**src/rtl/core/i2cmwp_pkg.sv**
```systemverilog
// ----------------------------------------------------------------------------
// i2cmwp_pkg
// shared types and constants of the i2c master write phaser
// ----------------------------------------------------------------------------
package i2cmwp_pkg;

  // command opcodes
  localparam logic [2:0] OP_START     = 3'd0;
  localparam logic [2:0] OP_STOP      = 3'd1;
  localparam logic [2:0] OP_SEND_BYTE = 3'd2;
  localparam logic [2:0] OP_ACK_BEGIN = 3'd3;
  localparam logic [2:0] OP_ACK_SAMPLE = 3'd4;

  // phase status codes
  localparam logic [1:0] STATUS_PLAIN   = 2'd0;
  localparam logic [1:0] STATUS_ACK_RX  = 2'd1;
  localparam logic [1:0] STATUS_TIMEOUT = 2'd2;
  localparam logic [1:0] STATUS_WAITING = 2'd3;

  // hold times in microseconds
  localparam logic [2:0] HOLD_NONE  = 3'd0;
  localparam logic [2:0] HOLD_ACK   = 3'd1;
  localparam logic [2:0] HOLD_BIT   = 3'd2;
  localparam logic [2:0] HOLD_SETUP = 3'd5;
  localparam logic [2:0] HOLD_LONG  = 3'd6;

  localparam logic [7:0] ACK_LIMIT_RESET = 8'd250;

  // send byte: one scl low phase then three phases per bit
  localparam int unsigned PHASE_W        = 5;
  localparam logic [PHASE_W-1:0] BYTE_LAST_PHASE = 5'd24;

  // job queue between front and back
  localparam int unsigned QUEUE_DEPTH = 4;
  localparam int unsigned QUEUE_AW    = 2;
  localparam int unsigned QUEUE_CW    = 3;

  typedef enum logic [2:0] {
    JOB_START,
    JOB_STOP,
    JOB_STOP_TIMEOUT,
    JOB_BYTE,
    JOB_ACK_BEGIN,
    JOB_ACK_RX,
    JOB_WAIT
  } job_kind_t;

  typedef struct packed {
    job_kind_t  kind;
    logic [7:0] data;
  } job_t;

  typedef struct packed {
    logic full;
    logic empty;
  } queue_stat_t;

endpackage

```
**src/rtl/core/i2cmwp_front.sv**
```systemverilog
// ----------------------------------------------------------------------------
// i2cmwp_front
// decodes commands into phase jobs and tracks the acknowledge wait
// ----------------------------------------------------------------------------
module i2cmwp_front (
  input  logic              clk,
  input  logic              rst,
  input  logic              cfg_we,
  input  logic [7:0]        cfg_wdata,
  input  logic              accept,
  input  logic [2:0]        opcode,
  input  logic [7:0]        data_byte,
  input  logic              sda_sample,
  output logic              push,
  output i2cmwp_pkg::job_t  job
);

  logic       ack_waiting;
  logic       ack_waiting_next;
  logic [7:0] poll_count;
  logic [7:0] poll_count_next;
  logic [7:0] ack_poll_limit;
  logic [8:0] poll_inc;

  assign poll_inc = {1'b0, poll_count} + 9'd1;

  always_comb begin
    push             = 1'b0;
    job.kind         = i2cmwp_pkg::JOB_WAIT;
    job.data         = data_byte;
    ack_waiting_next = 1'b0;
    poll_count_next  = 8'd0;
    case (opcode)
      i2cmwp_pkg::OP_START: begin
        push     = 1'b1;
        job.kind = i2cmwp_pkg::JOB_START;
      end
      i2cmwp_pkg::OP_STOP: begin
        push     = 1'b1;
        job.kind = i2cmwp_pkg::JOB_STOP;
      end
      i2cmwp_pkg::OP_SEND_BYTE: begin
        push     = 1'b1;
        job.kind = i2cmwp_pkg::JOB_BYTE;
      end
      i2cmwp_pkg::OP_ACK_BEGIN: begin
        push             = 1'b1;
        job.kind         = i2cmwp_pkg::JOB_ACK_BEGIN;
        ack_waiting_next = 1'b1;
      end
      i2cmwp_pkg::OP_ACK_SAMPLE: begin
        push = 1'b1;
        if (!ack_waiting) begin
          job.kind = i2cmwp_pkg::JOB_WAIT;
        end else if (!sda_sample) begin
          job.kind = i2cmwp_pkg::JOB_ACK_RX;
        end else if (poll_inc > {1'b0, ack_poll_limit}) begin
          job.kind = i2cmwp_pkg::JOB_STOP_TIMEOUT;
        end else begin
          job.kind         = i2cmwp_pkg::JOB_WAIT;
          ack_waiting_next = 1'b1;
          poll_count_next  = poll_inc[7:0];
        end
      end
      default: begin
        // unused opcodes leave state alone
        ack_waiting_next = ack_waiting;
        poll_count_next  = poll_count;
      end
    endcase
  end

  always_ff @(posedge clk) begin
    if (rst) begin
      ack_waiting    <= 1'b0;
      poll_count     <= 8'd0;
      ack_poll_limit <= i2cmwp_pkg::ACK_LIMIT_RESET;
    end else begin
      if (cfg_we) begin
        ack_poll_limit <= cfg_wdata;
      end
      if (accept) begin
        ack_waiting <= ack_waiting_next;
        poll_count  <= poll_count_next;
      end
    end
  end

endmodule

```
**src/rtl/core/i2cmwp_queue.sv**
```systemverilog
// ----------------------------------------------------------------------------
// i2cmwp_queue
// short job queue between decode and phase sequencer
// ----------------------------------------------------------------------------
module i2cmwp_queue (
  input  logic                      clk,
  input  logic                      rst,
  input  logic                      push,
  input  i2cmwp_pkg::job_t          job_in,
  input  logic                      pop,
  output i2cmwp_pkg::job_t          job_out,
  output i2cmwp_pkg::queue_stat_t   stat
);

  i2cmwp_pkg::job_t                        entries [i2cmwp_pkg::QUEUE_DEPTH];
  logic [i2cmwp_pkg::QUEUE_AW-1:0]         wr_ptr;
  logic [i2cmwp_pkg::QUEUE_AW-1:0]         rd_ptr;
  logic [i2cmwp_pkg::QUEUE_CW-1:0]         count;

  assign stat.full  = (count == i2cmwp_pkg::QUEUE_CW'(i2cmwp_pkg::QUEUE_DEPTH));
  assign stat.empty = (count == '0);
  assign job_out    = entries[rd_ptr];

  always_ff @(posedge clk) begin
    if (push) begin
      entries[wr_ptr] <= job_in;
    end
  end

  always_ff @(posedge clk) begin
    if (rst) begin
      wr_ptr <= '0;
      rd_ptr <= '0;
      count  <= '0;
    end else begin
      if (push) begin
        wr_ptr <= wr_ptr + 1'b1;
      end
      if (pop) begin
        rd_ptr <= rd_ptr + 1'b1;
      end
      if (push && !pop) begin
        count <= count + 1'b1;
      end else if (pop && !push) begin
        count <= count - 1'b1;
      end
    end
  end

endmodule

```
**src/rtl/core/i2cmwp_back.sv**
```systemverilog
// ----------------------------------------------------------------------------
// i2cmwp_back
// phase sequencer: unless the output stalls, plays each job out as pin phases, one per cycle
// ----------------------------------------------------------------------------
module i2cmwp_back (
  input  logic                     clk,
  input  logic                     rst,
  input  i2cmwp_pkg::job_t         head,
  input  i2cmwp_pkg::queue_stat_t  q_stat,
  output logic                     pop,
  input  logic                     out_ready,
  output logic                     out_valid,
  output logic                     scl_out,
  output logic                     sda_out,
  output logic                     sda_drive,
  output logic [2:0]               hold_us,
  output logic [1:0]               status,
  output logic                     last
);

  logic                                busy;
  i2cmwp_pkg::job_kind_t               kind;
  logic [7:0]                          shreg;
  logic [i2cmwp_pkg::PHASE_W-1:0]      phase;
  logic [1:0]                          sub;
  logic                                scl_level;
  logic                                sda_level;
  logic                                sda_driven;

  logic                                adv;
  logic                                active;
  i2cmwp_pkg::job_kind_t               cur_kind;
  logic [7:0]                          cur_data;
  logic [i2cmwp_pkg::PHASE_W-1:0]      cur_phase;
  logic [1:0]                          cur_sub;

  logic                                scl_next;
  logic                                sda_next;
  logic                                drive_next;
  logic [2:0]                          hold_next;
  logic [1:0]                          status_next;
  logic                                last_next;
  logic [7:0]                          shreg_next;
  logic [1:0]                          sub_next;

  assign adv       = !out_valid || out_ready;
  assign active    = busy || !q_stat.empty;
  assign pop       = adv && !busy && !q_stat.empty;
  assign cur_kind  = busy ? kind  : head.kind;
  assign cur_data  = busy ? shreg : head.data;
  assign cur_phase = busy ? phase : '0;
  assign cur_sub   = busy ? sub   : 2'd0;

  always_comb begin
    scl_next    = scl_level;
    sda_next    = sda_level;
    drive_next  = sda_driven;
    hold_next   = i2cmwp_pkg::HOLD_NONE;
    status_next = i2cmwp_pkg::STATUS_PLAIN;
    last_next   = 1'b0;
    shreg_next  = cur_data;
    sub_next    = 2'd0;
    case (cur_kind)
      i2cmwp_pkg::JOB_START: begin
        case (cur_phase[1:0])
          2'd0: begin
            drive_next = 1'b1;
            sda_next   = 1'b1;
          end
          2'd1: begin
            scl_next  = 1'b1;
            hold_next = i2cmwp_pkg::HOLD_SETUP;
          end
          2'd2: begin
            drive_next = 1'b1;
            sda_next   = 1'b0;
            hold_next  = i2cmwp_pkg::HOLD_LONG;
          end
          default: begin
            scl_next  = 1'b0;
            last_next = 1'b1;
          end
        endcase
      end
      i2cmwp_pkg::JOB_STOP, i2cmwp_pkg::JOB_STOP_TIMEOUT: begin
        status_next = (cur_kind == i2cmwp_pkg::JOB_STOP_TIMEOUT) ?
                      i2cmwp_pkg::STATUS_TIMEOUT : i2cmwp_pkg::STATUS_PLAIN;
        case (cur_phase[1:0])
          2'd0: begin
            scl_next = 1'b0;
          end
          2'd1: begin
            drive_next = 1'b1;
            sda_next   = 1'b0;
          end
          2'd2: begin
            scl_next  = 1'b1;
            hold_next = i2cmwp_pkg::HOLD_LONG;
          end
          default: begin
            drive_next = 1'b1;
            sda_next   = 1'b1;
            hold_next  = i2cmwp_pkg::HOLD_LONG;
            last_next  = 1'b1;
          end
        endcase
      end
      i2cmwp_pkg::JOB_BYTE: begin
        if (cur_phase == '0) begin
          scl_next = 1'b0;
        end else begin
          hold_next = i2cmwp_pkg::HOLD_BIT;
          last_next = (cur_phase == i2cmwp_pkg::BYTE_LAST_PHASE);
          case (cur_sub)
            2'd0: begin
              drive_next = 1'b1;
              sda_next   = cur_data[7];
              sub_next   = 2'd1;
            end
            2'd1: begin
              scl_next = 1'b1;
              sub_next = 2'd2;
            end
            default: begin
              // bit done, move the next one to the top
              scl_next   = 1'b0;
              shreg_next = {cur_data[6:0], 1'b0};
              sub_next   = 2'd0;
            end
          endcase
        end
      end
      i2cmwp_pkg::JOB_ACK_BEGIN: begin
        hold_next = i2cmwp_pkg::HOLD_ACK;
        case (cur_phase[1:0])
          2'd0: begin
            drive_next = 1'b1;
            sda_next   = 1'b1;
          end
          2'd1: begin
            scl_next = 1'b1;
          end
          default: begin
            drive_next = 1'b0;
            sda_next   = 1'b1;
            last_next  = 1'b1;
          end
        endcase
      end
      i2cmwp_pkg::JOB_ACK_RX: begin
        scl_next    = 1'b0;
        status_next = i2cmwp_pkg::STATUS_ACK_RX;
        last_next   = 1'b1;
      end
      default: begin
        status_next = i2cmwp_pkg::STATUS_WAITING;
        last_next   = 1'b1;
      end
    endcase
  end

  always_ff @(posedge clk) begin
    if (rst) begin
      busy       <= 1'b0;
      out_valid  <= 1'b0;
      scl_level  <= 1'b1;
      sda_level  <= 1'b1;
      sda_driven <= 1'b0;
    end else if (adv) begin
      out_valid <= active;
      if (active) begin
        busy       <= !last_next;
        scl_level  <= scl_next;
        sda_level  <= sda_next;
        sda_driven <= drive_next;
      end
    end
  end

  always_ff @(posedge clk) begin
    if (adv && active) begin
      kind      <= cur_kind;
      shreg     <= shreg_next;
      phase     <= cur_phase + 1'b1;
      sub       <= sub_next;
      scl_out   <= scl_next;
      sda_out   <= sda_next;
      sda_drive <= drive_next;
      hold_us   <= hold_next;
      status    <= status_next;
      last      <= last_next;
    end
  end

endmodule

```
**src/rtl/core/i2c_master_write_phaser.sv**
```systemverilog
// ----------------------------------------------------------------------------
// i2c_master_write_phaser
// i2c master transmitter turning commands into a run of timed pin phases
// ----------------------------------------------------------------------------
//
// channel   dir  width  contents
// s_axis    in   16     command: opcode, data_byte, sda_sample
// m_axis    out  8+1    phase: scl, sda, drive, hold_us, status; tlast = last
// cfg       in   8      ack_poll_limit, written when cfg_we is high
//
// one phase beat leaves per cycle while m_tready is high; a send byte command
// gives 25 phase beats, start and stop 4, ack begin 3, an ack sample 1 (4 on
// timeout); the phase sequencer sets these counts, jobs follow with no gap
// commands enter one per cycle while the 4-entry job queue has room
// rst is synchronous: bus idle high, sda released, no wait, limit 250
// a stalled output beat holds the sequencer; decode keeps filling the queue
//
module i2c_master_write_phaser (
  input  logic        clk,
  input  logic        rst,
  input  logic        cfg_we,
  input  logic [7:0]  cfg_wdata,     // ack_poll_limit
  input  logic        s_tvalid,
  output logic        s_tready,
  input  logic [15:0] s_tdata,       // [2:0] opcode, [10:3] data_byte,
                                     // [11] sda_sample, [15:12] zero
  output logic        m_tvalid,
  input  logic        m_tready,
  output logic [7:0]  m_tdata,       // [0] scl_out, [1] sda_out, [2] sda_drive,
                                     // [5:3] hold_us, [7:6] status
  output logic        m_tlast        // last phase of the command
);

  logic                     accept;
  logic                     push;
  logic                     pop;
  i2cmwp_pkg::job_t         job_in;
  i2cmwp_pkg::job_t         job_head;
  i2cmwp_pkg::queue_stat_t  q_stat;

  logic                     scl_out;
  logic                     sda_out;
  logic                     sda_drive;
  logic [2:0]               hold_us;
  logic [1:0]               status;

  // the front only waits for queue space, never for the sequencer
  assign s_tready = !q_stat.full;
  assign accept   = s_tvalid && s_tready;

  // decode and acknowledge bookkeeping
  i2cmwp_front u_front (
    .clk        (clk),
    .rst        (rst),
    .cfg_we     (cfg_we),
    .cfg_wdata  (cfg_wdata),
    .accept     (accept),
    .opcode     (s_tdata[2:0]),
    .data_byte  (s_tdata[10:3]),
    .sda_sample (s_tdata[11]),
    .push       (push),
    .job        (job_in)
  );

  // jobs waiting for the sequencer; unused opcodes never get in
  i2cmwp_queue u_queue (
    .clk     (clk),
    .rst     (rst),
    .push    (accept && push),
    .job_in  (job_in),
    .pop     (pop),
    .job_out (job_head),
    .stat    (q_stat)
  );

  // phase sequencer with the output register
  i2cmwp_back u_back (
    .clk       (clk),
    .rst       (rst),
    .head      (job_head),
    .q_stat    (q_stat),
    .pop       (pop),
    .out_ready (m_tready),
    .out_valid (m_tvalid),
    .scl_out   (scl_out),
    .sda_out   (sda_out),
    .sda_drive (sda_drive),
    .hold_us   (hold_us),
    .status    (status),
    .last      (m_tlast)
  );

  assign m_tdata = {status, hold_us, sda_drive, sda_out, scl_out};

`ifndef NO_ASSERTIONS
  // timeout beats only come from the stop sequence
  a_timeout_hold : assert property (@(posedge clk) disable iff (rst)
    (m_tvalid && status == i2cmwp_pkg::STATUS_TIMEOUT) |->
      (hold_us == i2cmwp_pkg::HOLD_NONE || hold_us == i2cmwp_pkg::HOLD_LONG))
    else $error("timeout beat with a hold outside the stop sequence");

  // an acknowledge completes in a single scl-low beat
  a_ack_rx : assert property (@(posedge clk) disable iff (rst)
    (m_tvalid && status == i2cmwp_pkg::STATUS_ACK_RX) |-> (!scl_out && m_tlast))
    else $error("ack received beat is not a lone scl low phase");

  // reset empties the output and frees the queue
  a_reset : assert property (@(posedge clk) rst |=> (!m_tvalid && s_tready))
    else $error("output or queue not cleared by reset");
`endif

endmodule

```
**config.mk**
```make
export PLATFORM = sky130hd
export DESIGN_NAME = i2c_master_write_phaser
export DESIGN_NICKNAME = d
export VERILOG_FILES = /design/src/rtl/core/i2cmwp_pkg.sv /design/src/rtl/core/i2cmwp_front.sv /design/src/rtl/core/i2cmwp_queue.sv /design/src/rtl/core/i2cmwp_back.sv /design/src/rtl/core/i2c_master_write_phaser.sv
export SDC_FILE = /design/constraint.sdc
export NUM_CORES = 1
export LEC_CHECK = 0
export BUFFER_PORTS_ARGS = -buffer_cell sky130_fd_sc_hd__buf_2
export CAP_MARGIN = 20
export CORE_MARGIN = 1
export CORE_UTILIZATION = 25
export CTS_CLUSTER_DIAMETER = 30
export DETAILED_ROUTE_END_ITERATION = 6
export GPL_ROUTABILITY_DRIVEN = 0
export PLACE_DENSITY_LB_ADDON = 0.15
export SETUP_SLACK_MARGIN = 0.5
export SYNTH_ARGS = -nofsm -noshare
export SYNTH_HDL_FRONTEND = slang
export SYNTH_SLANG_ARGS = --single-unit
```
**constraint.sdc**
```tcl
create_clock -name clk -period 7.22 [get_ports clk]
set_clock_uncertainty 0.1 [all_clocks]
set_input_delay 1.444 -clock clk [delete_from_list [all_inputs] [get_ports clk]]
set_output_delay 1.444 -clock clk [all_outputs]
set_load 0.05 [all_outputs]
```
==> results.ini <==
[placed_design]
port-buffer-count=35
hpwl_mm=8.15

[pwr]
cellInternalPower_mw=1.34
power.share.clock=0.212
total_leakage_power_nw=2.19
net-switching-power_uw=896
pwr-share-seq=0.417
pwr-share-comb=0.371
switching_share=0.400
vdd_drop_max_v=0.000196
p_per_area_nw_per_um2=383

[clock_tree]
post_cts_buffers=0
cts.repair.resized=0
tritoncts_num_sinks=102
cts_tree=built
cts_clk_pin_slew_worst_paths_ns=0.07
cts.htree.levels=3
insertion_delay_to_the_later_sink_of_the_worst_skew_pair_ns=0.35
clock_path_buffers=2
holdBufCountCts=0
numCtsBuffers=9
clock-root-buffer=sky130_fd_sc_hd__clkbuf_16

[critical_path]
crit_path_end=u_back.shreg[7]$_DFFE_PP_
cp-start-kind=register
rr_worst_depth=5
critPathRequiredTime_ns=7.22
timing.critical_path.fanout_max=19
r2r_end=u_back.shreg[7]$_DFFE_PP_
r2r_setup_slack_ns=3.77
endpoint_kind=register
crit_arrival_ns=3.45
timing_worst_setup_path_type=register to register

[sta]
setup_viol=0
tightest_slew_ns=0.971
finalWorstPathRequiredPeriod_ns=3.45
hold_viol_final=0
grt_setup_unrepaired=false
tns_ns=0
fmax_mhz=290
slew-limit-headroom=0.352
final-max-slew-violation-count=0
fin_worst_hold_slack_ns=0.393
fin_crit_sh=0.478

[detailed_routing]
routed_wl_mm=11.3
drt_iter0_markers=224
vias=3548
via_per_inst=4.60
drt_pre_antenna_iters=6
drc=2
post_drt_wl_per_cell_um=14.7
drtAntennaViolNets=0

[die]
num_io_pins=40
rows=52
die_width_um=145
die_h_um=145
die_ar_um2=21200
core_area_um2=20200
initial_utilization=0.254

[global_routing]
grtUsageTotal=0.112
antenna_violations_before_repair=1
pin_count_of_the_biggest_net_entering_global_routing=32
overflow=0
number_of_global_route_vias_before_repair=3523
grt_pass1_wl_mm=18.3

[logic_synthesis]
synth_area_um2=5140
asyncSetResetFlopFracSynth=0
largest_cells_by_area_after_synthesis=sky130_fd_sc_hd__edfxtp_1 (41%), sky130_fd_sc_hd__dfxtp_1 (12%), sky130_fd_sc_hd__ha_1 (4.6%)
post_synth_num_cell_types=58
post-synth-top-area-cell=sky130_fd_sc_hd__edfxtp_1
average_cell_area_after_synthesis_um2=11.0
synth_top_flop_cell=sky130_fd_sc_hd__edfxtp_1
syn_nets=518
synth.yosys.warnings=0
netlist_instances=469
synth_top_area_frac=0.414
synth_enable_flop_cells=71
number_of_flip_flops_and_latches_in_the_synthesized_netlist=102
synth-seq-area-share=0.535

[hold_path]
worst_hold_path_type=register to register
hold_path_stages=2

[status]
failed_checks=DRC
status=finished, violations left

[finish]
drive_gt1_frac=0.138
final_nets=544
area.growth.synth_to_final_pct=13.5

[job]
cap_viol_max_count=0

worst min-delay path by stage:
| stage | start | endpoint |
|---|---|---|
| after floorplan | u_front.poll_count[1]$_SDFFE_PP0P_ | u_front.poll_count[1]$_SDFFE_PP0P_ |
| after detailed placement | u_front.poll_count[1]$_SDFFE_PP0P_ | u_front.poll_count[1]$_SDFFE_PP0P_ |
| final | u_front.poll_count[1]$_SDFFE_PP0P_ | u_front.poll_count[1]$_SDFFE_PP0P_ |
| after CTS | u_front.poll_count[1]$_SDFFE_PP0P_ | u_front.poll_count[1]$_SDFFE_PP0P_ |
| after global routing | u_front.ack_poll_limit[6]$_SDFFE_PP1P_ | u_front.ack_poll_limit[6]$_SDFFE_PP1P_ |
| after global placement | u_front.poll_count[1]$_SDFFE_PP0P_ | u_front.poll_count[1]$_SDFFE_PP0P_ |
metrics by stage:
stage                     setup WS [ns]   util  total power, mW  area, um^2  instances
after floorplan                    3.75      -             1.57        5140        469
after CTS                          3.72  0.289             2.26        5840        770
after detailed placement           3.46  0.274             1.78        5550        754
after global placement             3.51  0.274             1.77        5550        754
final                              3.77  0.289             2.24        5840        771
after global routing               3.55  0.289             2.39        5840        770
power groups by stage:
stage               Combinational [mW]  Sequential (mW)  Clock (mW)
floorplan                        0.612            0.953           0
global placement                 0.827            0.947           0
detailed placement               0.836            0.947           0
CTS                              0.839            0.936       0.490
global route                     0.920            0.957       0.511
finish                           0.832            0.934       0.474
worst max-delay path, cell delays in order, from the launching register on:
cell                      delay [ns]
sky130_fd_sc_hd__dfxtp_1        0.96
sky130_fd_sc_hd__mux2i_1        0.33
sky130_fd_sc_hd__a221o_1        0.43
sky130_fd_sc_hd__inv_2          0.19
sky130_fd_sc_hd__or4b_1         0.81
sky130_fd_sc_hd__mux2_4         0.38
per-layer routing:
| layer | track usage | up-vias | wire, um |
|---|---|---|---|
| met5 | 0 | - | 0 |
| met4 | 0.0400 | 0 | 148 |
| met3 | 0.0270 | 9 | 403 |
| met2 | 0.175 | 52 | 5150 |
| met1 | 0.150 | 1712 | 5620 |
| li1 | - | 1775 | - |
layout by cell type, fill, tap and decap left out, drive strengths merged, types with 3 or more instances in the layout:
cell type / n
a211oi: 3
a21o: 3
a21oi: 29
a31oi: 6
and2: 4
buf: 37
clkbuf: 9
clkinv: 3
dfxtp: 31
edfxtp: 71
ha: 19
inv: 33
mux2: 4
mux2i: 15
mux4: 9
nand2: 60
nand2b: 6
nand3: 12
nand4: 7
nor2: 31
nor2b: 5
nor3: 10
o211ai: 10
o21a: 5
o21ai: 17
o22ai: 7
o31a: 3
or3: 4
xnor2: 6
xor2: 9
cells by family after synthesis:
kind of cell / Yosys count / share of synthesized area
XOR/XNOR: 15 / 0.0255
buffers and inverters: 52 / 0.0460
multiplexers: 28 / 0.0781
AO/OA/AOI/OAI: 103 / 0.131
flip-flops: 102 / 0.535
adder cells (fa/ha/maj): 20 / 0.0501
AND/OR/NAND/NOR: 149 / 0.134
area by class of cell:
| cell class | instances | area [um^2] |
|---|---|---|
| Antenna cell | 1 | 2.50 |
| Clock buffer | 9 | 225 |
| Clock inverter | 7 | 65.1 |
| Fill cell | 2083 | 14400 |
| Inverter | 30 | 113 |
| Multi-Input combinational cell | 315 | 2160 |
| Sequential cell | 102 | 2750 |
| Tap cell | 270 | 338 |
| Timing Repair Buffer | 37 | 190 |
synth_stat cells (10+ instances only):
| library cell | number |
|---|---|
| sky130_fd_sc_hd__a21oi_1 | 29 |
| sky130_fd_sc_hd__clkbuf_1 | 11 |
| sky130_fd_sc_hd__dfxtp_1 | 31 |
| sky130_fd_sc_hd__edfxtp_1 | 71 |
| sky130_fd_sc_hd__ha_1 | 19 |
| sky130_fd_sc_hd__inv_1 | 29 |
| sky130_fd_sc_hd__mux2i_1 | 15 |
| sky130_fd_sc_hd__nand2_1 | 60 |
| sky130_fd_sc_hd__nand3_1 | 12 |
| sky130_fd_sc_hd__nor2_1 | 31 |
| sky130_fd_sc_hd__nor3_1 | 10 |
| sky130_fd_sc_hd__o211ai_1 | 10 |
| sky130_fd_sc_hd__o21ai_0 | 17 |
state kept, by name, summed over array words and instances (netlist names), 3 cells and up, named ones only:
register and flops:
u_queue.entries 44, u_back.phase 5, u_queue.count 3, u_front.poll_count 8, u_front.ack_poll_limit 8, u_back.shreg 8
u_back.kind 3, u_back.hold_us 3
(Power assumes the default switching activity.)
